### src/sv/assert_macros.svh
// assertion helpers shared by the rtl
// every use assumes a clock named clk and an active-low reset named rst_n
`ifndef ASSERT_MACROS_SVH
`define ASSERT_MACROS_SVH

// property that must hold at every clock edge out of reset
`define ASSERT_ALWAYS(lbl, expr, msg) \
    lbl: assert property (@(posedge clk) disable iff (!rst_n) (expr)) else $error(msg);

// antecedent in a cycle forces the consequent in the same cycle
`define ASSERT_IMPLIES(lbl, pre, post, msg) \
    lbl: assert property (@(posedge clk) disable iff (!rst_n) (pre) |-> (post)) else $error(msg);

// antecedent in a cycle forces the consequent in the next cycle
`define ASSERT_NEXT(lbl, pre, post, msg) \
    lbl: assert property (@(posedge clk) disable iff (!rst_n) (pre) |=> (post)) else $error(msg);

`endif

### src/sv/wrp_pkg.sv
package wrp_pkg;

    // width of the random word, which is also the number of division steps
    localparam int RND_W = 32;
    localparam int INDEX_W = 4;
    localparam int STATUS_W = 2;

    typedef enum logic [STATUS_W-1:0] {
        ST_OK         = 2'd0,
        ST_ZERO_TOTAL = 2'd1,
        ST_OVERFLOW   = 2'd2
    } status_t;

    typedef enum logic [1:0] {
        S_IDLE,
        S_DIV,
        S_SEARCH
    } state_t;

    // status of the serial remainder unit
    typedef struct packed {
        logic busy;
        logic done;
    } mod_stat_t;

endpackage

### src/sv/wrp_ram.sv
module wrp_ram #(
    parameter int WIDTH = 20,
    parameter int DEPTH = 16,
    localparam int ADDR_W = (DEPTH > 1) ? $clog2(DEPTH) : 1
) (
    input  logic                     clk,
    input  logic                     wr_en,
    input  logic [ADDR_W-1:0]        wr_addr,
    input  logic [WIDTH-1:0]         wr_data,
    input  logic [ADDR_W-1:0]        rd_addr,
    output logic [WIDTH-1:0]         rd_data
);
    logic [WIDTH-1:0] mem [DEPTH];
    logic [WIDTH-1:0] rd_data_reg;

    // one write port, one registered read port
    always_ff @(posedge clk)
    begin
        if (wr_en)
        begin
            mem[wr_addr] <= wr_data;
        end
        rd_data_reg <= mem[rd_addr];
    end

    assign rd_data = rd_data_reg;

endmodule

### src/sv/wrp_serial_mod.sv
`include "assert_macros.svh"

module wrp_serial_mod #(
    parameter int TOTAL_W = 20
) (
    input  logic                        clk,
    input  logic                        rst_n,
    input  logic                        load,
    input  logic [wrp_pkg::RND_W-1:0]   dividend,
    input  logic [TOTAL_W-1:0]          divisor,
    output logic [TOTAL_W-1:0]          remainder,
    output wrp_pkg::mod_stat_t          stat
);
    import wrp_pkg::*;

    localparam int STEP_W = $clog2(RND_W);
    localparam logic [STEP_W-1:0] LAST_STEP = STEP_W'(RND_W - 1);

    logic [RND_W-1:0]   dvd_reg, dvd_next;
    logic [TOTAL_W-1:0] rem_reg, rem_next;
    logic [TOTAL_W-1:0] dsr_reg, dsr_next;
    logic [STEP_W-1:0]  step_reg, step_next;
    logic               busy_reg, busy_next;
    logic               done_reg, done_next;
    logic [TOTAL_W:0]   shifted;
    logic [TOTAL_W:0]   diff;

    // one restoring step: bring down the next dividend bit, subtract if it fits
    assign shifted = {rem_reg, dvd_reg[RND_W-1]};
    assign diff    = shifted - {1'b0, dsr_reg};

    always_comb
    begin
        dvd_next  = dvd_reg;
        rem_next  = rem_reg;
        dsr_next  = dsr_reg;
        step_next = step_reg;
        busy_next = busy_reg;
        done_next = 1'b0;
        if (load)
        begin
            dvd_next  = dividend;
            rem_next  = '0;
            dsr_next  = divisor;
            step_next = '0;
            busy_next = 1'b1;
        end
        else if (busy_reg)
        begin
            if (shifted >= {1'b0, dsr_reg})
            begin
                rem_next = diff[TOTAL_W-1:0];
            end
            else
            begin
                rem_next = shifted[TOTAL_W-1:0];
            end
            dvd_next  = {dvd_reg[RND_W-2:0], 1'b0};
            step_next = step_reg + STEP_W'(1);
            if (step_reg == LAST_STEP)
            begin
                busy_next = 1'b0;
                done_next = 1'b1;
            end
        end
    end

    // control state
    always_ff @(posedge clk or negedge rst_n)
    begin
        if (!rst_n)
        begin
            busy_reg <= 1'b0;
            done_reg <= 1'b0;
            step_reg <= '0;
        end
        else
        begin
            busy_reg <= busy_next;
            done_reg <= done_next;
            step_reg <= step_next;
        end
    end

    // datapath
    always_ff @(posedge clk)
    begin
        dvd_reg <= dvd_next;
        rem_reg <= rem_next;
        dsr_reg <= dsr_next;
    end

    assign remainder = rem_reg;
    assign stat.busy = busy_reg;
    assign stat.done = done_reg;

    `ASSERT_IMPLIES(a_rem_below_divisor, busy_reg, rem_reg < dsr_reg, "remainder not below divisor")
    `ASSERT_NEXT(a_done_single, done_reg, !done_reg && !busy_reg, "done not a single pulse")
    `ASSERT_IMPLIES(a_load_idle, load, !busy_reg, "load while busy")

endmodule

### src/sv/weighted_random_pick.sv
// weighted random pick: a weight without the last mark is taken with no result
// last item, overflow or zero total: result strobe in the cycle after acceptance
// last item, ok: result after a bit-serial modulo of the random word by the total,
// a handoff and a registered search that reads one entry per cycle
// done pulses for one cycle and is not held; asynchronous active-low reset clears control
`include "assert_macros.svh"

module weighted_random_pick #(
    parameter int MAX_ENTRIES = 16,
    parameter int WEIGHT_BITS = 16
) (
    input  logic                            clk,
    input  logic                            rst_n,
    input  logic                            start,
    output logic                            busy,
    input  logic [15:0]                     weight,
    input  logic                            last_weight,
    input  logic [wrp_pkg::RND_W-1:0]       random_word,
    output logic                            done,
    output logic [wrp_pkg::INDEX_W-1:0]     chosen_index,
    output logic [wrp_pkg::STATUS_W-1:0]    pick_status
);
    import wrp_pkg::*;

    localparam int WB      = (WEIGHT_BITS < 16) ? WEIGHT_BITS : 16;
    localparam int IDX_W   = (MAX_ENTRIES > 1) ? $clog2(MAX_ENTRIES) : 1;
    localparam int CNT_W   = $clog2(MAX_ENTRIES + 1);
    localparam int TOTAL_W = WB + $clog2(MAX_ENTRIES);
    localparam logic [CNT_W-1:0] MAX_CNT = CNT_W'(MAX_ENTRIES);

    state_t             state_reg, state_next;
    logic [CNT_W-1:0]   count_reg, count_next;
    logic [TOTAL_W-1:0] total_reg, total_next;
    logic               ovf_reg, ovf_next;
    logic [IDX_W-1:0]   scan_reg, scan_next;
    logic [IDX_W-1:0]   pend_idx_reg, pend_idx_next;
    logic               pend_valid_reg, pend_valid_next;
    logic               done_reg, done_next;
    logic [IDX_W-1:0]   idx_reg, idx_next;
    status_t            status_reg, status_next;

    logic               accept;
    logic               room;
    logic [TOTAL_W-1:0] sum;
    logic               wr_en;
    logic [IDX_W-1:0]   rd_addr;
    logic [TOTAL_W-1:0] rd_data;
    logic               mod_load;
    logic [TOTAL_W-1:0] rem;
    mod_stat_t          mod_stat;
    logic [IDX_W+INDEX_W-1:0] idx_ext;
    logic               ok_done;

    assign accept = start && !busy;
    assign room   = (count_reg < MAX_CNT);
    assign sum    = total_reg + TOTAL_W'(weight[WB-1:0]);
    assign wr_en  = accept && room;

    // prefix sums, one entry per stored weight
    wrp_ram #(
        .WIDTH (TOTAL_W),
        .DEPTH (MAX_ENTRIES)
    ) u_prefix (
        .clk     (clk),
        .wr_en   (wr_en),
        .wr_addr (count_reg[IDX_W-1:0]),
        .wr_data (sum),
        .rd_addr (rd_addr),
        .rd_data (rd_data)
    );

    // random word mod total, one bit per cycle
    wrp_serial_mod #(
        .TOTAL_W (TOTAL_W)
    ) u_mod (
        .clk       (clk),
        .rst_n     (rst_n),
        .load      (mod_load),
        .dividend  (random_word),
        .divisor   (total_next),
        .remainder (rem),
        .stat      (mod_stat)
    );

    // next state, accumulation and search
    always_comb
    begin
        state_next      = state_reg;
        count_next      = count_reg;
        total_next      = total_reg;
        ovf_next        = ovf_reg;
        scan_next       = scan_reg;
        pend_idx_next   = pend_idx_reg;
        pend_valid_next = pend_valid_reg;
        done_next       = 1'b0;
        idx_next        = idx_reg;
        status_next     = status_reg;
        mod_load        = 1'b0;
        rd_addr         = scan_reg;

        unique case (state_reg)
            S_IDLE:
            begin
                if (accept)
                begin
                    if (room)
                    begin
                        total_next = sum;
                        count_next = count_reg + CNT_W'(1);
                    end
                    else
                    begin
                        ovf_next = 1'b1;
                    end
                    if (last_weight)
                    begin
                        priority if (ovf_next)
                        begin
                            done_next   = 1'b1;
                            idx_next    = '0;
                            status_next = ST_OVERFLOW;
                        end
                        else if (total_next == '0)
                        begin
                            done_next   = 1'b1;
                            idx_next    = '0;
                            status_next = ST_ZERO_TOTAL;
                        end
                        else
                        begin
                            mod_load   = 1'b1;
                            state_next = S_DIV;
                        end
                        // the set is closed: the store keeps its sums for the search
                        count_next = '0;
                        total_next = total_next;
                        ovf_next   = 1'b0;
                    end
                end
            end
            S_DIV:
            begin
                if (mod_stat.done)
                begin
                    scan_next       = '0;
                    pend_valid_next = 1'b0;
                    state_next      = S_SEARCH;
                end
            end
            S_SEARCH:
            begin
                // read one entry a cycle, compare the one read last cycle
                scan_next       = scan_reg + IDX_W'(1);
                pend_idx_next   = scan_reg;
                pend_valid_next = 1'b1;
                if (pend_valid_reg && (rd_data > rem))
                begin
                    done_next       = 1'b1;
                    idx_next        = pend_idx_reg;
                    status_next     = ST_OK;
                    pend_valid_next = 1'b0;
                    state_next      = S_IDLE;
                end
            end
            default:
            begin
                state_next = S_IDLE;
            end
        endcase
    end

    // control state
    always_ff @(posedge clk or negedge rst_n)
    begin
        if (!rst_n)
        begin
            state_reg      <= S_IDLE;
            count_reg      <= '0;
            ovf_reg        <= 1'b0;
            pend_valid_reg <= 1'b0;
            done_reg       <= 1'b0;
            total_reg      <= '0;
        end
        else
        begin
            state_reg      <= state_next;
            count_reg      <= (accept && last_weight) ? '0 : count_next;
            ovf_reg        <= ovf_next;
            pend_valid_reg <= pend_valid_next;
            done_reg       <= done_next;
            total_reg      <= (accept && last_weight) ? '0 : total_next;
        end
    end

    // search pointers and result payload
    always_ff @(posedge clk)
    begin
        scan_reg     <= scan_next;
        pend_idx_reg <= pend_idx_next;
        idx_reg      <= idx_next;
        status_reg   <= status_next;
    end

    assign idx_ext      = {{INDEX_W{1'b0}}, idx_reg};
    assign busy         = (state_reg != S_IDLE);
    assign done         = done_reg;
    assign chosen_index = idx_ext[INDEX_W-1:0];
    assign pick_status  = status_reg;

    // strobe carrying a found index
    assign ok_done = done_reg && (status_reg == ST_OK);

    `ASSERT_ALWAYS(a_count_bound, count_reg <= MAX_CNT, "entry count beyond store depth")
    `ASSERT_IMPLIES(a_mod_done_in_div, mod_stat.done, state_reg == S_DIV, "mod done outside div")
    `ASSERT_IMPLIES(a_ok_from_search, ok_done, $past(state_reg) == S_SEARCH, "ok without search")
    `ASSERT_IMPLIES(a_div_mod_busy, state_reg == S_DIV, mod_stat.busy || mod_stat.done, "mod idle")

endmodule
### config.mk
export PLATFORM = sky130hd
export DESIGN_NAME = weighted_random_pick
export DESIGN_NICKNAME = d
export VERILOG_FILES = /design/src/sv/wrp_pkg.sv /design/src/sv/wrp_ram.sv /design/src/sv/wrp_serial_mod.sv /design/src/sv/weighted_random_pick.sv
export VERILOG_INCLUDE_DIRS = /design/src /design/src/sv
export SDC_FILE = /design/constraint.sdc
export NUM_CORES = 1
export LEC_CHECK = 0
export BUFFER_PORTS_ARGS = -buffer_cell sky130_fd_sc_hd__buf_2
export CAP_MARGIN = 20
export CORE_MARGIN = 5
export CORE_UTILIZATION = 55
export CTS_CLUSTER_DIAMETER = 100
export CTS_CLUSTER_SIZE = 20
export DETAILED_ROUTE_END_ITERATION = 8
export PLACE_DENSITY_LB_ADDON = 0.15
export SYNTH_ARGS = -nofsm -noshare
export SYNTH_HDL_FRONTEND = slang
export SYNTH_SLANG_ARGS = --single-unit
### constraint.sdc
create_clock -name clk -period 4.3 [get_ports clk]
set_input_delay 0.43 -clock clk [delete_from_list [all_inputs] [get_ports clk]]
set_output_delay 0.43 -clock clk [all_outputs]
set_load 0.1 [all_outputs]
* After elaboration in Yosys (flattened, before gate mapping)
Memory sizes are Yosys's and may differ from the RTL's. A register that Yosys moved wholly into a read port is not among the register bits.
Cells that the tools add are included.
W data, S select, Z words.
** Word-level totals
- Register bits :: 123
- Input port bits :: 52
- Output and inout bits :: 8
- Word-level logic and storage cells :: 116
- Memories :: 1
- Memory bits (writable) :: 320
** Memories
- u_prefix.mem :: words 16, width 20, rd ports 1, clocked after Yosys merged registers in 1, wr ports 1, RTL line wrp_ram.sv:13 : logic [WIDTH-1:0] mem [DEPTH];
** Operators by class
- Add/sub/neg operators :: 5
- Reductions and logical operators :: 19
- Multiplexer cells :: 62
- Equality and inequality tests :: 10
- $lt $le $gt $ge :: 3
** Operators with widths (number)
- $mux W20 :: 7
- $mux W32 :: 2
- $mux W5 :: 7
- $mux W1 :: 24
- $mux W4 :: 6
- $ge A21 B20 Y1 :: 1
- $add A20 B16 Y20 :: 1
- $gt A20 B20 Y1 :: 1
- $logic_not A20 Y1 :: 1
- $mux W2 :: 10
- $sub A20 B20 Y20 :: 1
- $pmux W4 S2 :: 2
- $reduce_bool A2 Y1 :: 6
- $add A5 B1 Y5 const B :: 2
- $ne A2 B2 Y1 const B :: 5
- $pmux W2 S3 :: 1
- $reduce_and A6 Y1 :: 1
- $eq A5 B5 Y1 const B :: 1
- $lt A5 B5 Y1 const B :: 1
- $reduce_and A5 Y1 :: 1
- $add A4 B1 Y4 const B :: 1
- $logic_and A1 B1 Y1 :: 4
- $pmux W1 S2 :: 2
- $pmux W2 S2 :: 1
- other kinds (9) :: 10

* Logic depth before layout (Yosys ltp)
- Depth after elaboration :: 12
- Depth in mapped cells :: 15
- Gate-level depth less buffers :: 13

* Hierarchy
From an unflattened synthesis, not the netlist that was laid out.
** Second synthesis, totals
- Cells, all modules :: 1342
- Area total of the unflattened synthesis :: 20350.8 um^2
** Modules (own cells, without submodules)
- wrp_ram :: cells an instance 533, sequential area each 10009.6 um^2, area each 12530.8 um^2, times used 1
- wrp_serial_mod :: cells an instance 385, sequential area each 2137.0 um^2, area each 4259.1 um^2, times used 1
- weighted_random_pick :: cells an instance 424, sequential area each 1171.1 um^2, area each 3560.9 um^2, times used 1

* Worst setup path before layout
Ideal clock, no wire load.
- Kind :: input to register
- From :: input port weight[0]
- To :: register u_mod.dvd_reg[0], enable pin
- Arrival time :: 3771 ps
- Library setup time :: 375 ps
- Stages on the path :: 13
- Path slack :: 154 ps
- Path buffers :: 1
- Required time :: 3925 ps
- Cells stage by stage :: ha_1 inv_1 fa_1 nand2b_1 a2111oi_2 o211ai_1 a21oi_1 xor2_1 nor3_1 and4_4 a21oi_4 buf_2 or2_2
** Between the ends
- Word-level cells in the longest chain between the ends :: 11
** Ends and longest elaborated chain
- start: declaration :: RTL line weighted_random_pick.sv:16 : input logic [15:0] weight,
- $add A20 B16 Y20 :: RTL line weighted_random_pick.sv:56 : assign sum = total_reg + TOTAL_W'(weight[WB-1:0]);
- net sum[18] :: RTL line weighted_random_pick.sv:44 : logic [TOTAL_W-1:0] sum;
- $mux W20 :: RTL line weighted_random_pick.sv:106 : if (room)
- $mux W20 :: RTL line weighted_random_pick.sv:104 : if (accept)
- $mux W20 :: RTL line weighted_random_pick.sv:101 : unique case (state_reg)
- $logic_not A20 Y1 :: RTL line weighted_random_pick.sv:123 : else if (total_next == '0)
- $mux W1 :: RTL line weighted_random_pick.sv:123
- $mux W1 :: RTL line weighted_random_pick.sv:117 : priority if (ovf_next)
- $mux W1 :: RTL line weighted_random_pick.sv:115 : if (last_weight)
- $mux W1 :: RTL line weighted_random_pick.sv:104
- $mux W1 :: RTL line weighted_random_pick.sv:101
- $reduce_bool A2 Y1 (no line)
- end signal: assignment :: RTL line wrp_serial_mod.sv:88 : dvd_reg <= dvd_next;
- end: declaration :: RTL line wrp_serial_mod.sv:19 : logic [RND_W-1:0] dvd_reg, dvd_next;
The timed path passes the listed nets, and every way through them passes these cells. The select of a mux whose other input is x is not followed.
A chain may end at the register's enable or synchronous reset.

* Final worst setup path
- From :: register total_reg[0]
- To :: register u_mod.dvd_reg[11], enable pin
** Between the ends
- Word-level cells in the longest chain between the ends :: 11
** Ends and longest elaborated chain
- start: declaration :: RTL line weighted_random_pick.sv:33 : logic [TOTAL_W-1:0] total_reg, total_next;
- start signal: assignment :: RTL line weighted_random_pick.sv:191 : total_reg <= (accept && last_weight) ? '0 : total_next;
- $add A20 B16 Y20 :: RTL line weighted_random_pick.sv:56
- net sum[14] :: RTL line weighted_random_pick.sv:44
- $mux W20 :: RTL line weighted_random_pick.sv:106
- $mux W20 :: RTL line weighted_random_pick.sv:104
- $mux W20 :: RTL line weighted_random_pick.sv:101
- $logic_not A20 Y1 :: RTL line weighted_random_pick.sv:123
- $mux W1 :: RTL line weighted_random_pick.sv:123
- $mux W1 :: RTL line weighted_random_pick.sv:117
- $mux W1 :: RTL line weighted_random_pick.sv:115
- $mux W1 :: RTL line weighted_random_pick.sv:104
- $mux W1 :: RTL line weighted_random_pick.sv:101
- $reduce_bool A2 Y1 (no line)
The timed path passes the listed nets, and every way through them passes these cells. The select of a mux whose other input is x is not followed.

==> metrics.md <==
| Metric | Value |
|---|---|
| Crit. End Element | `flop` |
| Crit path from | `total_reg[0]$_DFF_PN0_` |
| Async S/R FF share, synth | `under 10%` |
| Min-delay src | `last_weight` |
| Reg2Reg Setup Slack | `0.39 ns` |
| Worst path max stage delay | `0.44 ns` |
| Prevailing post-synth register cell | `edfxtp_1` |
| #FFs+latches synth | `463` |
| Vias in the first global route | `approximately 11000` |
| Max reg flops | `320` |
| Switching power | `4700 µW` |
| Total power | `13800 µW` |
| Most frequent cells in the layout | `edfxtp_1 (386), mux4_2 (100), nand2_1 (84)` |
| Die Span Y | `202 µm` |
| Synthesized area per cell | `roughly 15 µm²` |
| Core Area | `0.0365 mm²` |
| CTS Sinks | `463` |
| Max Cap Viol | `0` |
| Data required, critical path | `roughly 4.6 ns` |
| H-tree level count | `1` |
| Rel. slew slack | `between 30% and 40%` |
| Critical path class | `flop to flop` |
| Total Die Area | `0.0409 mm²` |
| Switching share of power | `34.0%` |
| Final Critical Period | `roughly 3.9 ns` |
| DRT iter0 DRCs | `1044` |
| Final hold violation count | `0` |
| Met3 Resource Use GR | `3.21%` |
| Register Area | `0.0133 mm²` |
| Final critical-path share of the clock period | `between 90 and 100%` |
| GPL Wtd Cong | `0.913` |
| First-pass GRT wire length | `68500 µm` |
| Clock transition at path regs | `roughly 0.080 ns` |
| CP max stage cell | `a2111oi_4` |
| Most common cell after layout, fill and taps aside | `edfxtp_1` |
| Max Buffers Root-to-Sink | `3` |
| Pwr per Cell Area | `619 mW/mm²` |
| Worst R2R Path Depth | `15` |
| N_diodes | `0` |
| Crit path max-delay family | `simple AND/OR/NAND/NOR gates` |
| Initial Util | `55.6%` |
| IO Pins | `60` |
| Fill count | `2715` |
| Num CTS Buffers | `27` |
| Post-Synthesis Cell Area | `0.0203 mm²` |
| Layer carrying the most global-route usage | `met2` |
| DR WL/cell | `23.6 µm` |
| Worst-Skew Late Latency | `0.57 ns` |
| Cell Rows | `70` |
| Largest net degree at the start of global routing | `85` |
| Internal | `9120 µW` |
| Post-synth EDFFs | `386` |
| Cell Chain, Critical Path | `ha_1, inv_1, fa_1, nand2b_1, a2111oi_4, o21ai_0, nand4_1, nor3b_1, inv_1, nor3_1, and4_4, a21oi_4, buf_12, or2_2, buf_12` |
| Mapped Cells | `1315` |
| CP Max Fanout | `34` |
| Status | `complete, no violations` |
| GR Util All Layers | `a little over a fifth` |
| CTS Root Buffer Type | `clkbuf_16` |
| Register area share after synthesis | `65.5%` |
| Max Clk Rate | `~260 MHz` |
| Nets | `1516` |
| Layout Skew | `~0.012 ns` |
| Reg-to-Reg Start | `total_reg[0]$_DFF_PN0_` |
| Top-area cell type share of the netlist area | `between 50% and 60%` |
| # Post-CTS Setup Buffers | `0` |
| Critical Path AT | `4.23 ns` |
| Warnings from Yosys | `0` |
| DRC viols | `0` |
| Post-synth net total | `between 1000 and 1500` |
| CTS tree | `done` |
| Met1 GRT Util | `between 30% and 40%` |
| HP Class | `input port to flop` |
| Leak | `0.00804 µW` |
| Share of cells above drive strength 1 | `19.6%` |
| Hold depth | `2` |
| Post-route ant nets | `0` |
| Multi-input combinational cell area | `~0.0066 mm²` |
| VDD IR max | `0.628 mV` |
| RSZ-0062 raised after global routing | `false` |
| Worst Max-Slew Pin Slew | `0.978 ns` |
| Post-DP HPWL | `29300 µm` |
| Worst hold slack | `0.140 ns` |
| Pins Over Slew Limit | `0` |
| Hold Path Sink | `count_reg[0]$_DFFE_PN0P_` |
| Area contributors post-synth | `edfxtp_1 (57%), mux4_2 (11%), dfrtp_1 (4.6%)` |
| Share of power burned in registers | `47.9%` |
| Worst r2r dst | `u_mod.dvd_reg[11]$_DFFE_PP_` |
| Vias per cell | `6.03` |
| Comb power frac | `33.3%` |
| Buffers on Ports | `59` |
| Startpoint types | `flop` |
| Clock power frac | `18.8%` |
| Post-synth cell types | `between 60 and 70` |
| Met2 GRT Util | `34.7%` |
| Setup TNS Final | `0 ns` |
| Initial antenna violation count | `2` |
| Detailed Routing Iterations Pass 1 | `5` |
| Bufs and invs on worst path | `4` |
| Final setup viols | `0` |
| Synth area leader | `edfxtp_1` |
| Routed vias | `around 11000` |
| Routed wire length | `44500 µm` |
| Syn-to-layout area delta | `9.82%` |
| Die Wd | `202 µm` |
| Gr ovfl total | `0` |
==> routing by layer <==
| metal | up-vias | wire (µm) | part of all wire (%) |
|---|---|---|---|
| met2 | 347 | 21000 | 47 |
| met4 | 0 | 929 | 2.1 |
| met3 | 52 | 2730 | 6.1 |
| met5 | - | 0 | 0 |
| met1 | 5763 | 19900 | 45 |
| li1 | 5221 | - | - |
==> power groups by stage <==
stage	registers, µW	clock network, µW	logic, µW
2_1_floorplan	6540	0	3160
3_3_place_gp	6710	0	4430
3_5_place_dp	6710	0	4570
4_1_cts	6610	2680	4600
5_1_grt	6670	2860	5140
6_report	6610	2600	4600
==> stage by stage <==
stage               area, µm²  setup slack, ns  instances  utilization, %
global route            22300            0.178       1888            61.1
detailed placement      21500            0.215       1837            58.9
CTS                     22300            0.321       1888            61.1
global placement        21500            0.323       1837            58.9
finish                  22300            0.394       1888            61.1
floorplan               20300            0.154       1315               -
==> worst register-to-register path: stages (launching register included) <==
cell,delay [ns]
dfrtp_1,0.40
ha_1,0.21
inv_1,0.06
fa_1,0.39
nand2b_1,0.25
a2111oi_4,0.44
o21ai_0,0.23
nand4_1,0.14
nor3b_1,0.25
inv_1,0.10
nor3_1,0.15
and4_4,0.28
a21oi_4,0.07
buf_12,0.18
or2_2,0.32
buf_12,0.18
==> logic make-up after synthesis <==
family          share of synthesized area [%]
compound gates                           6.33
xor+xnor                                 1.47
fa+ha+maj                                4.08
buf+inv                                  2.30
flops                                    65.5
mux                                      13.2
simple gates                             7.13
==> repair_timing <==
| action | in CTS | in global routing |
|---|---|---|
| setup endpoints to repair | 0 | 32 |
| gates resized for setup | 0 | 1 |
| hold buffers | 1 | 0 |
| endpoints found under the hold margin | 8 | 0 |
==> how the worst max path moves through the flow <==
stage / end / cells after the start
after floorplan: u_mod.dvd_reg[0]$_SDFFCE_PP0P_ / 13
after global placement: u_mod.dvd_reg[10]$_DFFE_PP_ / 16
after detailed placement: u_mod.dvd_reg[10]$_DFFE_PP_ / 16
after CTS: u_mod.dvd_reg[11]$_DFFE_PP_ / 15
after global routing: u_mod.dvd_reg[11]$_DFFE_PP_ / 15
final: u_mod.dvd_reg[11]$_DFFE_PP_ / 15
==> cells in the mapped netlist (all sizes together), types with 4 or more instances <==
cell type	n
dfxtp	40
mux2i	6
a211oi	23
a31oi	8
nand2	84
nand2b	12
nor3	19
xnor2	13
nor4	5
mux2	32
nand3	13
nor2	89
or2	5
o21ai	35
inv	63
a21oi	69
a21o	16
o21a	5
buf	20
a2111oi	4
and2	29
ha	63
nand4	10
nor3b	5
a211o	5
or3	6
mux4	100
dfrtp	37
edfxtp	386
nor2b	8
xor2	21
clkbuf	35
==> cell type report <==
cell class              count  area share [%]
well taps                 468            2.62
flip-flops and latches    463            59.7
repair buffers            110            3.44
clock inverters             4           0.202
clock buffers              46            3.35
inverters                  64            1.08
multi-input cells         733            29.6
Note: power is estimated with default switching activity, not from simulation.
